**src/hw/rtl/fcu_pkg.sv**
```systemverilog
// Shared types, constants and helper functions of the fly camera update core.
package fcu_pkg;

  localparam int unsigned CordicStages = 16;

  localparam logic [15:0] FovReset = 16'd11520;
  localparam logic signed [35:0] PitchLimit = 36'sd5832704;
  localparam logic signed [35:0] HalfTurn = 36'sd11796480;
  localparam logic signed [35:0] FullTurn = 36'sd23592960;
  localparam logic signed [25:0] QuarterTurn = 26'sd5898240;
  localparam logic signed [25:0] HalfTurnAng = 26'sd11796480;
  localparam logic signed [32:0] CordicK = 33'sd652032874;
  localparam logic signed [65:0] UnitQ14 = 66'sd16384;
  localparam logic [16:0] OneQ16 = 17'd65536;

  localparam logic [2:0] RegSensitivity = 3'd0;
  localparam logic [2:0] RegMinFov = 3'd1;
  localparam logic [2:0] RegMaxFov = 3'd2;
  localparam logic [2:0] RegUpX = 3'd3;
  localparam logic [2:0] RegUpY = 3'd4;
  localparam logic [2:0] RegUpZ = 3'd5;

  typedef enum logic [4:0] {
    ST_IDLE,
    ST_MUL_DX,
    ST_MUL_DY,
    ST_PITCH,
    ST_WRAP,
    ST_YAW_SET,
    ST_COR_INIT,
    ST_COR_ITER,
    ST_COR_FIN,
    ST_FWD,
    ST_CROSS,
    ST_SQ,
    ST_SQRT,
    ST_DIV_INIT,
    ST_DIV_ITER,
    ST_DIV_FIN,
    ST_MOVE,
    ST_MOVE_CHK,
    ST_POS,
    ST_FOV,
    ST_DONE
  } state_e;

  typedef enum logic [4:0] {
    OP_NONE,
    OP_LOAD,
    OP_YAW_SUM,
    OP_PITCH,
    OP_WRAP,
    OP_YAW_SET,
    OP_COR_INIT,
    OP_COR_ITER,
    OP_COR_FIN,
    OP_FWD_X,
    OP_FWD_Z,
    OP_CROSS,
    OP_SQ_ACC,
    OP_SQRT_STEP,
    OP_DIV_INIT,
    OP_DIV_STEP,
    OP_DIV_FIN,
    OP_MOVE,
    OP_POS,
    OP_TARGET,
    OP_FOV,
    OP_OUT
  } op_e;

  typedef enum logic [3:0] {
    M_NONE,
    M_DXS,
    M_DYS,
    M_CPCY,
    M_CPSY,
    M_CROSS,
    M_SQ,
    M_MDT,
    M_EASE
  } msel_e;

  typedef struct packed {
    op_e         op;
    msel_e       msel;
    logic [2:0]  ma;
    logic [2:0]  oa;
    logic [4:0]  step;
    logic        pass;
  } cmd_t;

  typedef struct packed {
    logic mv_zero;
  } stat_t;

  typedef struct packed {
    logic [15:0]        sensitivity;
    logic [15:0]        min_fov;
    logic [15:0]        max_fov;
    logic signed [15:0] up_x;
    logic signed [15:0] up_y;
    logic signed [15:0] up_z;
  } cfg_t;

  function automatic logic [21:0] atan_deg(input logic [3:0] i);
    logic [21:0] r;
    unique case (i)
      4'd0:  r = 22'd2949120;
      4'd1:  r = 22'd1740967;
      4'd2:  r = 22'd919879;
      4'd3:  r = 22'd466945;
      4'd4:  r = 22'd234379;
      4'd5:  r = 22'd117304;
      4'd6:  r = 22'd58666;
      4'd7:  r = 22'd29335;
      4'd8:  r = 22'd14668;
      4'd9:  r = 22'd7334;
      4'd10: r = 22'd3667;
      4'd11: r = 22'd1833;
      4'd12: r = 22'd917;
      4'd13: r = 22'd458;
      4'd14: r = 22'd229;
      4'd15: r = 22'd115;
      default: r = 22'd0;
    endcase
    return r;
  endfunction

  // Round half away from zero while shifting right.
  function automatic logic signed [65:0] round_shift(input logic signed [65:0] v,
                                                    input logic [4:0] s);
    logic signed [65:0] half;
    logic signed [65:0] r;
    half = 66'sd1 <<< (s - 5'd1);
    if (!v[65]) begin
      r = (v + half) >>> s;
    end else begin
      r = -((-v + half) >>> s);
    end
    return r;
  endfunction

  function automatic logic signed [15:0] clamp_unit(input logic signed [65:0] v);
    logic signed [15:0] r;
    if (v > UnitQ14) begin
      r = 16'sd16384;
    end else if (v < -UnitQ14) begin
      r = -16'sd16384;
    end else begin
      r = v[15:0];
    end
    return r;
  endfunction

endpackage

```
**src/hw/rtl/fcu_ctrl.sv**
```systemverilog
// Sequencer of the fly camera update core: walks the datapath through one frame.
module fcu_ctrl (
  input  logic          clk_i,
  input  logic          rst_ni,
  input  logic          in_valid_i,
  output logic          in_stall_o,
  output logic          out_valid_o,
  input  logic          out_stall_i,
  input  fcu_pkg::stat_t stat_i,
  output fcu_pkg::cmd_t  cmd_o
);

  fcu_pkg::state_e state_q, state_d;
  logic [4:0] cnt_q, cnt_d;
  logic [1:0] comp_q, comp_d;
  logic       pass_q, pass_d;
  logic       out_valid_q, out_valid_d;

  always_ff @(posedge clk_i or negedge rst_ni) begin
    if (!rst_ni) begin
      state_q     <= fcu_pkg::ST_IDLE;
      cnt_q       <= '0;
      comp_q      <= '0;
      pass_q      <= 1'b0;
      out_valid_q <= 1'b0;
    end else begin
      state_q     <= state_d;
      cnt_q       <= cnt_d;
      comp_q      <= comp_d;
      pass_q      <= pass_d;
      out_valid_q <= out_valid_d;
    end
  end

  always_comb begin
    state_d     = state_q;
    cnt_d       = cnt_q;
    comp_d      = comp_q;
    pass_d      = pass_q;
    cmd_o.op    = fcu_pkg::OP_NONE;
    cmd_o.msel  = fcu_pkg::M_NONE;
    cmd_o.ma    = cnt_q[2:0];
    cmd_o.oa    = 3'(cnt_q[2:0] - 3'd1);
    cmd_o.step  = cnt_q;
    cmd_o.pass  = pass_q;
    in_stall_o  = 1'b1;
    out_valid_d = out_valid_q && out_stall_i;

    unique case (state_q)
      fcu_pkg::ST_IDLE: begin
        in_stall_o = 1'b0;
        if (in_valid_i) begin
          cmd_o.op = fcu_pkg::OP_LOAD;
          state_d  = fcu_pkg::ST_MUL_DX;
        end
      end
      fcu_pkg::ST_MUL_DX: begin
        cmd_o.msel = fcu_pkg::M_DXS;
        state_d    = fcu_pkg::ST_MUL_DY;
      end
      fcu_pkg::ST_MUL_DY: begin
        cmd_o.msel = fcu_pkg::M_DYS;
        cmd_o.op   = fcu_pkg::OP_YAW_SUM;
        state_d    = fcu_pkg::ST_PITCH;
      end
      fcu_pkg::ST_PITCH: begin
        cmd_o.op = fcu_pkg::OP_PITCH;
        cnt_d    = 5'd7;
        state_d  = fcu_pkg::ST_WRAP;
      end
      fcu_pkg::ST_WRAP: begin
        cmd_o.op = fcu_pkg::OP_WRAP;
        if (cnt_q == 5'd0) begin
          state_d = fcu_pkg::ST_YAW_SET;
        end else begin
          cnt_d = cnt_q - 5'd1;
        end
      end
      fcu_pkg::ST_YAW_SET: begin
        cmd_o.op = fcu_pkg::OP_YAW_SET;
        pass_d   = 1'b0;
        state_d  = fcu_pkg::ST_COR_INIT;
      end
      fcu_pkg::ST_COR_INIT: begin
        cmd_o.op = fcu_pkg::OP_COR_INIT;
        cnt_d    = '0;
        state_d  = fcu_pkg::ST_COR_ITER;
      end
      fcu_pkg::ST_COR_ITER: begin
        cmd_o.op = fcu_pkg::OP_COR_ITER;
        if (cnt_q == 5'(fcu_pkg::CordicStages - 1)) begin
          state_d = fcu_pkg::ST_COR_FIN;
        end else begin
          cnt_d = cnt_q + 5'd1;
        end
      end
      fcu_pkg::ST_COR_FIN: begin
        cmd_o.op = fcu_pkg::OP_COR_FIN;
        cnt_d    = '0;
        if (!pass_q) begin
          pass_d  = 1'b1;
          state_d = fcu_pkg::ST_COR_INIT;
        end else begin
          state_d = fcu_pkg::ST_FWD;
        end
      end
      fcu_pkg::ST_FWD: begin
        priority case (cnt_q)
          5'd0: cmd_o.msel = fcu_pkg::M_CPCY;
          5'd1: begin
            cmd_o.msel = fcu_pkg::M_CPSY;
            cmd_o.op   = fcu_pkg::OP_FWD_X;
          end
          default: cmd_o.op = fcu_pkg::OP_FWD_Z;
        endcase
        if (cnt_q == 5'd2) begin
          cnt_d   = '0;
          state_d = fcu_pkg::ST_CROSS;
        end else begin
          cnt_d = cnt_q + 5'd1;
        end
      end
      fcu_pkg::ST_CROSS: begin
        if (cnt_q < 5'd6) begin
          cmd_o.msel = fcu_pkg::M_CROSS;
        end
        if (cnt_q != 5'd0) begin
          cmd_o.op = fcu_pkg::OP_CROSS;
        end
        if (cnt_q == 5'd6) begin
          cnt_d   = '0;
          pass_d  = 1'b0;
          state_d = fcu_pkg::ST_SQ;
        end else begin
          cnt_d = cnt_q + 5'd1;
        end
      end
      fcu_pkg::ST_SQ: begin
        if (cnt_q < 5'd3) begin
          cmd_o.msel = fcu_pkg::M_SQ;
        end
        if (cnt_q != 5'd0) begin
          cmd_o.op = fcu_pkg::OP_SQ_ACC;
        end
        if (cnt_q == 5'd3) begin
          cnt_d   = '0;
          state_d = fcu_pkg::ST_SQRT;
        end else begin
          cnt_d = cnt_q + 5'd1;
        end
      end
      fcu_pkg::ST_SQRT: begin
        cmd_o.op = fcu_pkg::OP_SQRT_STEP;
        if (cnt_q == 5'd31) begin
          comp_d  = '0;
          state_d = fcu_pkg::ST_DIV_INIT;
        end
        cnt_d = cnt_q + 5'd1;
      end
      fcu_pkg::ST_DIV_INIT: begin
        cmd_o.op = fcu_pkg::OP_DIV_INIT;
        cmd_o.oa = {1'b0, comp_q};
        cnt_d    = '0;
        state_d  = fcu_pkg::ST_DIV_ITER;
      end
      fcu_pkg::ST_DIV_ITER: begin
        cmd_o.op   = fcu_pkg::OP_DIV_STEP;
        cmd_o.step = 5'd15 - cnt_q;
        if (cnt_q == 5'd15) begin
          state_d = fcu_pkg::ST_DIV_FIN;
        end else begin
          cnt_d = cnt_q + 5'd1;
        end
      end
      fcu_pkg::ST_DIV_FIN: begin
        cmd_o.op = fcu_pkg::OP_DIV_FIN;
        cmd_o.oa = {1'b0, comp_q};
        cnt_d    = '0;
        if (comp_q == 2'd2) begin
          state_d = pass_q ? fcu_pkg::ST_POS : fcu_pkg::ST_MOVE;
        end else begin
          comp_d  = comp_q + 2'd1;
          state_d = fcu_pkg::ST_DIV_INIT;
        end
      end
      fcu_pkg::ST_MOVE: begin
        cmd_o.op = fcu_pkg::OP_MOVE;
        state_d  = fcu_pkg::ST_MOVE_CHK;
      end
      fcu_pkg::ST_MOVE_CHK: begin
        cnt_d = '0;
        if (stat_i.mv_zero) begin
          state_d = fcu_pkg::ST_FOV;
        end else begin
          pass_d  = 1'b1;
          state_d = fcu_pkg::ST_SQ;
        end
      end
      fcu_pkg::ST_POS: begin
        if (cnt_q < 5'd3) begin
          cmd_o.msel = fcu_pkg::M_MDT;
        end
        if (cnt_q != 5'd0) begin
          cmd_o.op = fcu_pkg::OP_POS;
        end
        if (cnt_q == 5'd3) begin
          cnt_d   = '0;
          state_d = fcu_pkg::ST_FOV;
        end else begin
          cnt_d = cnt_q + 5'd1;
        end
      end
      fcu_pkg::ST_FOV: begin
        priority case (cnt_q)
          5'd0: cmd_o.op = fcu_pkg::OP_TARGET;
          5'd1: cmd_o.msel = fcu_pkg::M_EASE;
          default: cmd_o.op = fcu_pkg::OP_FOV;
        endcase
        if (cnt_q == 5'd2) begin
          cnt_d   = '0;
          state_d = fcu_pkg::ST_DONE;
        end else begin
          cnt_d = cnt_q + 5'd1;
        end
      end
      fcu_pkg::ST_DONE: begin
        if (!out_valid_q || !out_stall_i) begin
          cmd_o.op    = fcu_pkg::OP_OUT;
          out_valid_d = 1'b1;
          state_d     = fcu_pkg::ST_IDLE;
        end
      end
      default: state_d = fcu_pkg::ST_IDLE;
    endcase
  end

  assign out_valid_o = out_valid_q;

endmodule

```
**config.mk**
```make
export PLATFORM = sky130hd
export DESIGN_NAME = fcu_ctrl
export DESIGN_NICKNAME = d
export VERILOG_FILES = /design/src/hw/rtl/fcu_pkg.sv /design/src/hw/rtl/fcu_ctrl.sv
export SDC_FILE = /design/constraint.sdc
export NUM_CORES = 1
export LEC_CHECK = 0
export BUFFER_PORTS_ARGS = -buffer_cell sky130_fd_sc_hd__buf_2
export CORE_ASPECT_RATIO = 1.2
export CORE_MARGIN = 5
export CORE_UTILIZATION = 50
export CTS_CLUSTER_SIZE = 30
export DETAILED_ROUTE_END_ITERATION = 10
export MAX_ROUTING_LAYER = met4
export PLACE_DENSITY = 0.73
export SYNTH_ARGS = -nofsm -noshare
export SYNTH_HDL_FRONTEND = slang
export SYNTH_SLANG_ARGS = --single-unit
```
**constraint.sdc**
```tcl
create_clock -name clk_i -period 3.5 [get_ports clk_i]
set_input_delay 0.175 -clock clk_i [delete_from_list [all_inputs] [get_ports clk_i]]
set_output_delay 0.175 -clock clk_i [all_outputs]
set_load 0.05 [all_outputs]
```
==> results.md <==
- Area contributors post-synth: dfrtp_1, nand2_1, o21ai_0
- Synthesized flop and latch total: 14
- First-pass DRT Iterations: 7
- RSZ-0062 raised after global routing: no
- Max Slew Vio Count: 0
- Total Nets Final: 303
- TNS Setup: 0 ns
- Max clock buf depth: 2
- Share of the cycle needed by the critical path after routing: 82.38%
- Sequential fraction of the synthesis area: 17.64%
- Total clock buffers created by CTS: 3
- Number of hold violations in the final report: 0
- Clk Latency, worst-skew pair: 0.25 ns
- Depth of the CTS H-tree: 1
- Worst slew margin relative to its limit: 44.24%
- Synth Instances: 277
- Area enclosed by the die boundary: 0.005337 mm^2
- Final Critical Period: 2.883 ns
- Number of nets with antenna violations after detailed routing: 0
- Count of distinct cell types in the synthesized netlist: 64
- Syn avg cell area: 7.168 um^2
- Site row count: 25
- WS Path Type: register to register
- Number of antenna violations at the first check in global routing: 0
- Startpoint type of the worst setup path: register
- TritonCTS clock tree: built
- Half-perimeter wire length of the detailed placement result: 4413 um
- First-pass GRT wire length: 9749 um
- Fraction of synthesized cell area taken by the top area cell type: 17.64%
- Total of endpoints with negative setup slack in the final report: 0
- CP Max Fanout: 13
- Cells resized by post-CTS repair: 0
- Count of port buffers added during placement: 27
- End of the worst register-to-register path: state_q[2]$_DFFE_PN0P_
- Largest net degree at the start of global routing: 30
- Wire length per cell after detailed routing: 17.64 um
- Count of inserted antenna diode cells: 0
- Data required time of the critical path: 3.64 ns
- CTS Root Buffer Type: clkbuf_8
- Setup crit end kind: register
- GRT overflow: 0
- Maximum achievable frequency: 0.3468 GHz
- Vertical extent of the die: 79.03 um
- Count of cells along the worst hold path: 3
- Share of synthesized flip-flops with an asynchronous set or reset: 100.0%
- Number of vias after detailed routing: 2,227
- Clk slew on worst S/H paths: 0.07 ns
- Number of warning messages in the yosys log: 0
- CTS Sinks: 14
- Worst Reg-to-Reg Cells: 8
- Final Wtd Congestion: 0.9519
- Hold Path Origin: out_stall_i
- Area growth from synthesis to final layout: 9.137%
- Post-Route WL: 6067 um
- Library cell with the highest instance count after synthesis: nand2_1
- Syn nets: 289
- Vias per cell: 6.474
- Transition time at the pin with the least slew margin: 0.8365 ns
- Worst min-delay path category: input pin to register
- Launch instance of the worst register-to-register path: cnt_q[0]$_DFFE_PN0P_
- Overall track demand over capacity in global routing: 24.06%
- Total standard cell area after synthesis: 0.001986 mm^2
- Initial core utilization: 51.19%
- I/O pin total: 28
- Data arrival, critical path: 3.02 ns
- Status: completed
- Die boundary width: 67.53 um
- Synth top cells by count: nand2_1, nor2_1, o21ai_0
- Hold Path End: out_valid_o$_DFF_PN0_
- Standard cell core area: 0.003879 mm^2
- Cell taking the most area after synthesis: dfrtp_1
- Initial DRC count: 254
- Via count of the first global-routing pass: 1,965
- DRC violations left: 0
- Origin of the worst setup path: cnt_q[0]$_DFFE_PN0P_
- Ratio of cells with drive above 1 in the final layout: 16.90%
- R2r setup slk: 0.62 ns
- Predominant post-synthesis flop cell: dfrtp_1
- Number of enable-type register cells in the synthesized netlist: 0
- Final setup skew: 0.0006394 ns
- Max cap viols: 0
[stage by stage]
| step | instances | setup WS (ns) | hold WS (ns) | area, um^2 | utilization (%) |
|---|---|---|---|---|---|
| global route | 344 | 0.4871 | 0.2026 | 2167 | 55.87 |
| finish | 344 | 0.6165 | 0.1924 | 2167 | 55.87 |
| CTS | 344 | 0.6465 | 0.1842 | 2167 | 55.87 |
| detailed placement | 339 | 0.6619 | 0.1116 | 2102 | 54.19 |
| global placement | 339 | 0.7961 | 0.1080 | 2102 | 54.19 |
| floorplan | 277 | 0.2710 | -0.1206 | 1986 | - |
[sequential cells by signal, indices dropped and copies added (netlist names)]
| register | cells |
|---|---|
| cnt_q | 5 |
| comp_q | 2 |
| out_valid_o | 1 |
| pass_q | 1 |
| state_q | 5 |
[layout make-up]
class	instances	area (um^2)
Fill cell	400	1712
Timing Repair Buffer	37	212.7
Inverter	10	37.54
Multi-Input combinational cell	225	1444
Sequential cell	14	350.3
Clock buffer	4	55.05
Tap cell	54	67.56
[how the worst max path moves through the flow]
stage                             end  slack, ns  cells after the start
6_report       state_q[2]$_DFFE_PN0P_       0.62                      8
5_1_grt        state_q[2]$_DFFE_PN0P_       0.49                      8
4_1_cts        state_q[2]$_DFFE_PN0P_       0.65                      8
3_5_place_dp   state_q[2]$_DFFE_PN0P_       0.66                      8
3_3_place_gp   state_q[2]$_DFFE_PN0P_       0.80                      8
2_1_floorplan               cmd_o[12]       0.27                      5
[routing by layer]
layer | part of all wire (%) | track usage (%) | wire length (um)
met1 | 42 | 32.34 | 2529
met3 | 8.2 | 1.980 | 497
met2 | 47 | 36.81 | 2854
met5 | 0 | - | 0
met4 | 3.1 | 9.939 | 187
[kinds of logic after synthesis]
| family | after synthesis | synth area share (%) |
|---|---|---|
| xor gates and xnor gates | 8 | 3.529 |
| buffers and inverters | 38 | 9.640 |
| DFF | 14 | 17.64 |
| AOI/OAI and AO/OA | 91 | 30.50 |
| and+or+nand+nor | 117 | 33.27 |
| muxes | 2 | 1.008 |
| adders and majority gates | 7 | 4.411 |
[what timing repair did]
action                                 CTS  global route
endpoints found under the hold margin   14             0
setup buffers                            0             0
setup endpoints to repair                0             0
hold buffers                             1             0
[critical path: stages, from the launching register on]
cell and delay (ns):
dfrtp_1 0.57, inv_1 0.32, ha_1 0.29, nor4b_4 0.21
buf_4 0.20, a211oi_1 0.08, a311o_1 0.40, or2_4 0.30
a2111o_1 0.40
[placed cells by master, fill, tap and decap left out, types with 2 or more instances in the layout]
cell type and instances:
nand2_1 28, buf_2 27, nor2_1 21, o21ai_0 20, a21oi_1 17, dfrtp_1 14
nor2b_1 12, nand3_1 11, inv_1 10, nand2b_1 9, buf_4 9, nor3_1 8
ha_1 7, a31oi_1 6, o22ai_1 6, o21ai_1 5, xnor2_1 5, a22oi_1 4
clkbuf_8 4, and3_1 3, nor4b_1 3, o2111ai_1 3, a211oi_1 3, xor2_1 3
and2_1 3, o32ai_1 3, a221oi_1 3, nor3_2 2, and3b_1 2, a32oi_1 2
a31o_2 2, mux2i_1 2, o211ai_1 2, nand4_1 2
Power is left out: the tool's default activity adds up to more than one toggle a clock period on the data nets, which glitch-free logic cannot reach.
